### src/rtl/srs3_pkg.sv
// Shared types, phase codes and the hex decode helper for the S3 line parser.
// No dependencies.
`default_nettype none

package srs3_pkg;

  // Parser phases
  localparam logic [3:0] PH_LEAD  = 4'd0;
  localparam logic [3:0] PH_TYPE  = 4'd1;
  localparam logic [3:0] PH_COUNT = 4'd2;
  localparam logic [3:0] PH_ADDR  = 4'd3;
  localparam logic [3:0] PH_DATA  = 4'd4;
  localparam logic [3:0] PH_CHECK = 4'd5;
  localparam logic [3:0] PH_SKIP  = 4'd6;

  // Status codes
  localparam logic [1:0] ST_OK      = 2'd0;
  localparam logic [1:0] ST_SUM     = 2'd1;
  localparam logic [1:0] ST_BADHEX  = 2'd2;
  localparam logic [1:0] ST_BADLEAD = 2'd3;

  // Result kinds
  localparam logic KIND_DATA   = 1'b0;
  localparam logic KIND_STATUS = 1'b1;

  // Characters
  localparam logic [7:0] CH_LF   = 8'h0a;
  localparam logic [7:0] CH_CR   = 8'h0d;
  localparam logic [7:0] CH_S    = 8'h53;
  localparam logic [7:0] CH_3    = 8'h33;
  localparam logic [7:0] SUM_INV = 8'hff;

  // Record overhead in the byte count: four address bytes plus checksum
  localparam logic [7:0] REC_OVERHEAD = 8'd5;

  localparam int unsigned TDATA_W = 48;

  typedef struct packed {
    logic [3:0]  phase;
    logic [2:0]  nibble_count;
    logic [3:0]  high_nibble;
    logic [7:0]  count_value;
    logic [7:0]  bytes_left;
    logic [31:0] address_value;
    logic [7:0]  running_sum;
    logic        halted;
  } srs3_state_t;

  typedef struct packed {
    logic        kind;
    logic [7:0]  data_byte;
    logic [31:0] record_address;
    logic [1:0]  status;
  } srs3_res_t;

  // Hex digit decode: bit 4 set when the character is a valid digit
  function automatic logic [4:0] hex_decode(input logic [7:0] c);
    logic [4:0] r;
    r = 5'd0;
    if (c >= 8'h30 && c <= 8'h39) begin
      r = {1'b1, c[3:0]};
    end else if ((c >= 8'h41 && c <= 8'h46) || (c >= 8'h61 && c <= 8'h66)) begin
      r = {1'b1, c[3:0] + 4'd9};
    end
    return r;
  endfunction

endpackage

`default_nettype wire

### src/rtl/srs3_step.sv
// Next-state and result logic for one character of the S3 line parser.
// Depends on srs3_pkg.
`default_nettype none

module srs3_step import srs3_pkg::*; (
  input  wire logic [7:0]  character,
  input  wire srs3_state_t cur,
  output srs3_state_t      nxt,
  output logic             res_valid,
  output srs3_res_t        res
);

  logic [4:0] hx;
  logic       is_hex;
  logic [3:0] nib;
  logic [7:0] byte_val;
  logic [7:0] left_init;
  logic [7:0] left_dec;

  assign hx       = hex_decode(character);
  assign is_hex   = hx[4];
  assign nib      = hx[3:0];
  assign byte_val = {cur.high_nibble, nib};
  assign left_init = (cur.count_value >= REC_OVERHEAD) ?
                     (cur.count_value - REC_OVERHEAD) : 8'd0;
  assign left_dec = cur.bytes_left - 8'd1;

  always_comb begin
    nxt       = cur;
    res_valid = 1'b0;
    res.kind           = KIND_DATA;
    res.data_byte      = 8'd0;
    res.record_address = cur.address_value;
    res.status         = ST_OK;

    if (!cur.halted) begin
      case (cur.phase)
        PH_LEAD: begin
          if (character == CH_LF || character == CH_CR) begin
            nxt.phase = PH_LEAD;
          end else if (character != CH_S) begin
            nxt.halted = 1'b1;
            res_valid  = 1'b1;
            res.kind   = KIND_STATUS;
            res.status = ST_BADLEAD;
          end else begin
            nxt.phase = PH_TYPE;
          end
        end
        PH_TYPE: begin
          if (character == CH_LF) begin
            nxt.phase = PH_LEAD;
          end else if (character == CH_3) begin
            nxt.phase        = PH_COUNT;
            nxt.nibble_count = 3'd0;
          end else begin
            nxt.phase = PH_SKIP;
          end
        end
        PH_COUNT, PH_ADDR, PH_DATA, PH_CHECK: begin
          if (!is_hex) begin
            nxt.halted = 1'b1;
            res_valid  = 1'b1;
            res.kind   = KIND_STATUS;
            res.status = ST_BADHEX;
          end else if (cur.phase == PH_ADDR) begin
            nxt.address_value = {cur.address_value[27:0], nib};
            if (cur.nibble_count[0]) begin
              nxt.running_sum = cur.running_sum + byte_val;
            end else begin
              nxt.high_nibble = nib;
            end
            if (cur.nibble_count == 3'd7) begin
              nxt.nibble_count = 3'd0;
              nxt.bytes_left   = left_init;
              nxt.phase        = (left_init != 8'd0) ? PH_DATA : PH_CHECK;
            end else begin
              nxt.nibble_count = cur.nibble_count + 3'd1;
            end
          end else if (!cur.nibble_count[0]) begin
            nxt.high_nibble  = nib;
            nxt.nibble_count = 3'd1;
          end else begin
            nxt.nibble_count = 3'd0;
            if (cur.phase == PH_COUNT) begin
              nxt.count_value   = byte_val;
              nxt.running_sum   = byte_val;
              nxt.address_value = 32'd0;
              nxt.phase         = PH_ADDR;
            end else if (cur.phase == PH_DATA) begin
              nxt.running_sum = cur.running_sum + byte_val;
              nxt.bytes_left  = left_dec;
              if (left_dec == 8'd0) begin
                nxt.phase = PH_CHECK;
              end
              res_valid     = 1'b1;
              res.data_byte = byte_val;
            end else begin
              // checksum digit pair
              nxt.phase = PH_SKIP;
              res_valid = 1'b1;
              res.kind  = KIND_STATUS;
              if (byte_val != (cur.running_sum ^ SUM_INV)) begin
                nxt.halted = 1'b1;
                res.status = ST_SUM;
              end
            end
          end
        end
        default: begin
          // skip to end of line
          if (character == CH_LF) begin
            nxt.phase = PH_LEAD;
          end
        end
      endcase
    end
  end

endmodule

`default_nettype wire

### src/rtl/srs3_out_buf.sv
// Two-entry result buffer between the parser logic and the output channel.
// Depends on srs3_pkg.
`default_nettype none

module srs3_out_buf import srs3_pkg::*; (
  input  wire logic      clk,
  input  wire logic      rst_n,
  input  wire logic      push,
  input  wire srs3_res_t push_data,
  output logic           has_room,
  output logic           out_valid,
  input  wire logic      out_ready,
  output srs3_res_t      out_data
);

  logic [1:0] cnt_r, cnt_nxt;
  srs3_res_t  slot0_r, slot1_r;
  srs3_res_t  slot0_nxt, slot1_nxt;
  logic       pop;
  logic [1:0] wpos;

  assign out_valid = (cnt_r != 2'd0);
  assign has_room  = (cnt_r != 2'd2);
  assign out_data  = slot0_r;
  assign pop       = out_valid && out_ready;
  assign wpos      = cnt_r - {1'b0, pop};
  assign cnt_nxt   = cnt_r + {1'b0, push} - {1'b0, pop};

  // shift on pop, then write the incoming entry at the first free slot
  always_comb begin
    slot0_nxt = slot0_r;
    slot1_nxt = slot1_r;
    if (pop) begin
      slot0_nxt = slot1_r;
    end
    if (push) begin
      if (wpos == 2'd0) begin
        slot0_nxt = push_data;
      end else begin
        slot1_nxt = push_data;
      end
    end
  end

  always_ff @(posedge clk) begin
    if (!rst_n) begin
      cnt_r <= 2'd0;
    end else begin
      cnt_r <= cnt_nxt;
    end
  end

  always_ff @(posedge clk) begin
    slot0_r <= slot0_nxt;
    slot1_r <= slot1_nxt;
  end

endmodule

`default_nettype wire

### src/rtl/srecord_s3_line_parser_core.sv
// Top level of the S3 record line parser: parser state, step logic, result buffer.
// Depends on srs3_pkg, srs3_step and srs3_out_buf.
//
//  Channel | Ports                      | Dir | Payload
//  --------+----------------------------+-----+--------------------------------------
//  input   | in_tvalid/in_tready/tdata  | in  | tdata[7:0] character
//  result  | out_tvalid/out_tready/...  | out | tuser[0] kind; tdata[7:0] data_byte,
//          |                            |     | [39:8] record_address, [41:40] status
//
// One character per cycle while in_tready is high; each transaction updates
// the parser state in the cycle it is accepted and yields at most one result
// into a two-entry buffer. in_tready drops only when both buffer entries are
// full, so one more character is taken while a result waits on a stalled
// output. Synchronous active-low reset returns to the line-start phase, clears
// the halt flag and empties the buffer. Once halted, characters are still
// consumed but produce nothing until reset.
`default_nettype none

module srecord_s3_line_parser_core import srs3_pkg::*; (
  input  wire logic               clk,
  input  wire logic               rst_n,
  input  wire logic               in_tvalid,
  output logic                    in_tready,
  input  wire logic [7:0]         in_tdata,    // [7:0] character
  output logic                    out_tvalid,
  input  wire logic               out_tready,
  output logic [TDATA_W-1:0]      out_tdata,   // [7:0] data_byte, [39:8] record_address,
                                               // [41:40] status, rest zero
  output logic                    out_tuser    // [0] kind
);

  srs3_state_t st_r, st_nxt, step_nxt;
  srs3_res_t   step_res, head;
  logic        step_valid;
  logic        accept;
  logic        room;

  assign accept    = in_tvalid && in_tready;
  assign in_tready = room;

  srs3_step u_step (
    .character (in_tdata),
    .cur       (st_r),
    .nxt       (step_nxt),
    .res_valid (step_valid),
    .res       (step_res)
  );

  assign st_nxt = accept ? step_nxt : st_r;

  always_ff @(posedge clk) begin
    if (!rst_n) begin
      st_r <= '{phase: PH_LEAD, nibble_count: 3'd0, high_nibble: 4'd0,
                count_value: 8'd0, bytes_left: 8'd0, address_value: 32'd0,
                running_sum: 8'd0, halted: 1'b0};
    end else begin
      st_r <= st_nxt;
    end
  end

  srs3_out_buf u_out_buf (
    .clk       (clk),
    .rst_n     (rst_n),
    .push      (accept && step_valid),
    .push_data (step_res),
    .has_room  (room),
    .out_valid (out_tvalid),
    .out_ready (out_tready),
    .out_data  (head)
  );

  assign out_tuser = head.kind;
  assign out_tdata = {6'd0, head.status, head.record_address, head.data_byte};

endmodule

`default_nettype wire

### config.mk
export PLATFORM = sky130hd
export DESIGN_NAME = srecord_s3_line_parser_core
export DESIGN_NICKNAME = d
export VERILOG_FILES = /design/src/rtl/srs3_pkg.sv /design/src/rtl/srs3_step.sv /design/src/rtl/srs3_out_buf.sv /design/src/rtl/srecord_s3_line_parser_core.sv
export SDC_FILE = /design/constraint.sdc
export NUM_CORES = 1
export LEC_CHECK = 0
export BUFFER_PORTS_ARGS = -buffer_cell sky130_fd_sc_hd__clkbuf_2
export CAP_MARGIN = 20
export CORE_ASPECT_RATIO = 1.5
export CORE_MARGIN = 2
export CORE_UTILIZATION = 50
export DETAILED_ROUTE_END_ITERATION = 7
export GPL_ROUTABILITY_DRIVEN = 0
export PLACE_DENSITY = 0.72
export SYNTH_ARGS = -nofsm -noshare
export SYNTH_HDL_FRONTEND = slang
export SYNTH_HIERARCHICAL = 1
export SYNTH_SLANG_ARGS = --single-unit
export TNS_END_PERCENT = 50
### constraint.sdc
create_clock -name clk -period 13.3 [get_ports clk]
set_input_delay 2.66 -clock clk [delete_from_list [all_inputs] [get_ports clk]]
set_output_delay 2.66 -clock clk [all_outputs]
set_load 0.1 [all_outputs]
==> flow_metrics.env <==
export IMPL_clkPwrFrac=0.361
export IMPL_setup_tns_ns=0
export IMPL_antenna_found_initial=0
export IMPL_fin_crit_sh=0.447
export IMPL_period_needed_ns=5.95
export IMPL_numPortBuffers=56
export IMPL_dp_cells=1152
export IMPL_ys_seq_area_frac=0.391
export IMPL_yosysWarnings=6
export IMPL_numCtsBuffers=17
export IMPL_cts_tree="yes"
export IMPL_path_clk_slew_ns=0.07
export IMPL_nFillCells=1588
export IMPL_max_freq_mhz=168
export IMPL_die_h_um=169
export IMPL_maxCapViolCount=0
export IMPL_finalClockSkew_ns=0.0127
export IMPL_cpMostUsedCell="ha_1"
export IMPL_drive_gt1_frac=0.255
export IMPL_htreeDepth=4
export IMPL_finalHoldViolCount=0
export IMPL_dp_hpwl_mm=13.1
export IMPL_path_class="in2reg"
export IMPL_synth_edf_count=43
export IMPL_rsz0062_at_grt="no"
export IMPL_crit_chain="clkbuf_2 -> inv_1 -> ha_1 -> o21ba_2 -> o21a_2 -> nor2_2 -> nor2_1 -> ha_1 -> a21o_1 -> a221oi_2 -> o21ai_1 -> mux2_1 -> a22o_1 -> a211o_1 -> nand4_1 -> o21ai_0"
export IMPL_synthesis_area_um2=9100
export IMPL_placementRows=60
export IMPL_gr_total_overflow=0
export IMPL_die_x_um=114
export IMPL_p_sw_mw=0.451
export IMPL_vias=7175
export IMPL_root_buffer="clkbuf_16"
export IMPL_core_um2=17900
export IMPL_syn_to_final_growth_pct=5.67
export IMPL_final_cells=1184
export IMPL_slew_headroom=0.373
export IMPL_detail_route_vias_per_cell=6.06
export IMPL_synth_seq_cells=156
export IMPL_num_antenna_cells=0
export IMPL_synthFlopType="dfxtp_1"
export IMPL_postCtsSetupRepairBufs=0
export IMPL_slowest_delay_ns=0.48
export IMPL_grtUsageTotal=0.217
export IMPL_outcome="complete, no violations"
export IMPL_cts_sinks=156
export IMPL_vdd_drop_max_v=0.0000823
export IMPL_crit_slowest_cell="nor2_2"
export IMPL_switching_share=0.351
export IMPL_cts_buffer_depth=2
export IMPL_startpoint_type="input port"
export IMPL_dr_pass1_iters=5
export IMPL_cp_end_kind="flop"
export IMPL_comb_power_share=0.228
export IMPL_required_ns=13.57
export IMPL_wl_per_cell_um=17.5
export IMPL_cts_hold_buf=0
export IMPL_cts_resized=0
export IMPL_grt_max_degree=82
export IMPL_clock_latency_ns=0.43
export IMPL_nets=985
export IMPL_cellPowerDensity_nw_per_um2=133
export IMPL_tightest_slew_ns=0.937
export IMPL_postSynthCellCount=976
export IMPL_sequentialPowerShare=0.411
export IMPL_synth_distinct_cells=80
export IMPL_grt_pass1_wl_mm=33.9
export IMPL_setup_viol=0
export IMPL_p_int_mw=0.831
export IMPL_drt_iter0_drc=708
export IMPL_finalMaxSlewViolations=0
export IMPL_p_leak_nw=3.65
export IMPL_crit_fanout=13
export IMPL_utilization=0.538
export IMPL_worstPathArrival_ns=6.22
export IMPL_syn_avg_cell_area_um2=9.32
export IMPL_drcViolationCount=0
export IMPL_postSynth_asyncResetShare=0
export IMPL_drtAntennaViolNets=0
export IMPL_ioPinCount=63
export IMPL_hp_class="reg2reg"
export IMPL_die_area_um2=19300
export IMPL_initial_core_util=0.509
export IMPL_grt_pass1_vias=6765
export IMPL_wl_mm=20.7
-- routing by layer --
metal,part of all wire,vias to the layer above,global-route usage
met2,0.50,228,0.371
met5,0,-,0
li1,-,3447,-
met4,0.041,0,0.111
met3,0.038,58,0.0336
met1,0.42,3442,0.261
-- area by class of cell --
| cell class | count | area (um2) | area share |
|---|---|---|---|
| Tap cell | 217 | 272 | 0.0282 |
| Sequential cell | 156 | 3550 | 0.370 |
| Clock inverter | 14 | 124 | 0.0129 |
| Clock buffer | 18 | 429 | 0.0446 |
| Multi-Input combinational cell | 695 | 4810 | 0.501 |
| Inverter | 19 | 71.3 | 0.00742 |
| Timing Repair Buffer | 65 | 350 | 0.0364 |
-- critical path, delay by kind of cell --
family	cells	cell delay, ns
buf+inv	2	0.23
simple gates	3	0.78
mux	1	0.33
fa+ha+maj	2	0.55
compound gates	8	1.66
-- power by group through the flow --
| stage | Sequential (mW) | Clock (mW) | Combinational, mW |
|---|---|---|---|
| 6_report | 0.527 | 0.463 | 0.293 |
| 4_1_cts | 0.527 | 0.469 | 0.293 |
| 2_1_floorplan | 0.686 | 0 | 0.108 |
| 3_5_place_dp | 0.538 | 0 | 0.292 |
| 5_1_grt | 0.529 | 0.485 | 0.304 |
| 3_3_place_gp | 0.536 | 0 | 0.290 |
-- synthesized netlist by cell type, types with 3 or more instances --
| master | count | share of area |
|---|---|---|
| a21o_1 | 8 | 0.0066 |
| nor2b_1 | 4 | 0.0028 |
| and2_1 | 3 | 0.0021 |
| buf_4 | 44 | 0.036 |
| dfxtp_1 | 113 | 0.25 |
| nor3b_1 | 4 | 0.0033 |
| a21oi_1 | 41 | 0.023 |
| o21ai_0 | 68 | 0.037 |
| clkbuf_1 | 24 | 0.0099 |
| o21ai_2 | 22 | 0.021 |
| nor2_1 | 40 | 0.017 |
| xor2_1 | 4 | 0.0039 |
| nand2_1 | 162 | 0.067 |
| nand4_1 | 69 | 0.047 |
| o21a_1 | 4 | 0.0033 |
| a32oi_1 | 3 | 0.0029 |
| nor4_1 | 3 | 0.0021 |
| a21boi_0 | 3 | 0.0025 |
| xnor2_1 | 10 | 0.0096 |
| mux2_4 | 40 | 0.066 |
| nand3_1 | 9 | 0.0050 |
| edfxtp_1 | 43 | 0.14 |
| nor3_1 | 10 | 0.0055 |
| and3_1 | 8 | 0.0055 |
| a22o_1 | 5 | 0.0048 |
| clkbuf_2 | 4 | 0.0022 |
| a22oi_1 | 3 | 0.0025 |
| mux2i_1 | 4 | 0.0044 |
| o31ai_1 | 5 | 0.0041 |
| ha_1 | 18 | 0.025 |
| o22ai_1 | 7 | 0.0048 |
| inv_1 | 19 | 0.0078 |
| o21ai_1 | 3 | 0.0016 |
| a31oi_1 | 5 | 0.0034 |
| buf_6 | 11 | 0.014 |
| mux2_2 | 52 | 0.064 |
| buf_2 | 24 | 0.013 |
| nand2b_1 | 9 | 0.0062 |
| buf_1 | 4 | 0.0016 |
| a21oi_2 | 14 | 0.013 |
-- cells by family after synthesis --
| logic type | Yosys count | synth area share |
|---|---|---|
| and+or+nand+nor | 342 | 0.185 |
| AOI/OAI and AO/OA | 217 | 0.163 |
| DFF | 156 | 0.391 |
| buffers and inverters | 130 | 0.0847 |
| muxes | 97 | 0.136 |
| adders and majority gates | 19 | 0.0270 |
| xor gates and xnor gates | 14 | 0.0135 |
| other | 1 | 0.000412 |
-- cells in the final DEF (no fill, tap or decap), types with 5 or more instances in the layout --
master     Yosys  routed
a21o_1         8       8
a21oi_1       41      41
a21oi_2       14      14
a22o_1         5       5
a31oi_1        5       5
and3_1         8       8
buf_4         44      10
clkbuf_16      0      17
clkbuf_2       4      55
conb_1         1       6
dfxtp_1      113     113
edfxtp_1      43      43
ha_1          18      18
inv_1         19      19
inv_8          0       5
mux2_2        52      52
mux2_4        40      40
nand2_1      162     162
nand2b_1       9       8
nand3_1        9       9
nand4_1       69      69
nor2_1        40      39
nor3_1        10      10
o21ai_0       68      68
o21ai_2       22      22
o22ai_1        7       7
o31ai_1        5       5
xnor2_1       10      10
-- state kept, by name, indices dropped and copies added (netlist names) --
register	count
st_r	68
u_out_buf/out_data	43
u_out_buf/slot1_r	43
u_out_buf/cnt_r	2
-- stage by stage --
step	total power [mW]	worst slack, ns	cell area (um2)	hold slack (ns)
after floorplan	0.794	5.55	9120	0.433
after global placement	0.826	7.06	9060	0.463
after detailed placement	0.829	6.96	9060	0.471
after CTS	1.29	7.40	9610	0.482
after global routing	1.32	7.09	9610	0.500
final	1.28	7.35	9610	0.481
-- final timing paths --
kind | from | endpoint | slack, ns | depth (start not counted)
max | in_tdata[0] | st_r[8]$_SDFFE_PN0P_ | 7.35 | 16
min | st_r[50]$_SDFFE_PN0P_ | st_r[50]$_SDFFE_PN0P_ | 0.48 | 2
max reg2reg | st_r[67]$_SDFFE_PN0P_ | u_out_buf/slot1_r[37]$_DFFE_PP_ | 9.92 | 7
min reg2reg | st_r[50]$_SDFFE_PN0P_ | st_r[50]$_SDFFE_PN0P_ | 0.48 | 2
(Power assumes the default switching activity.)
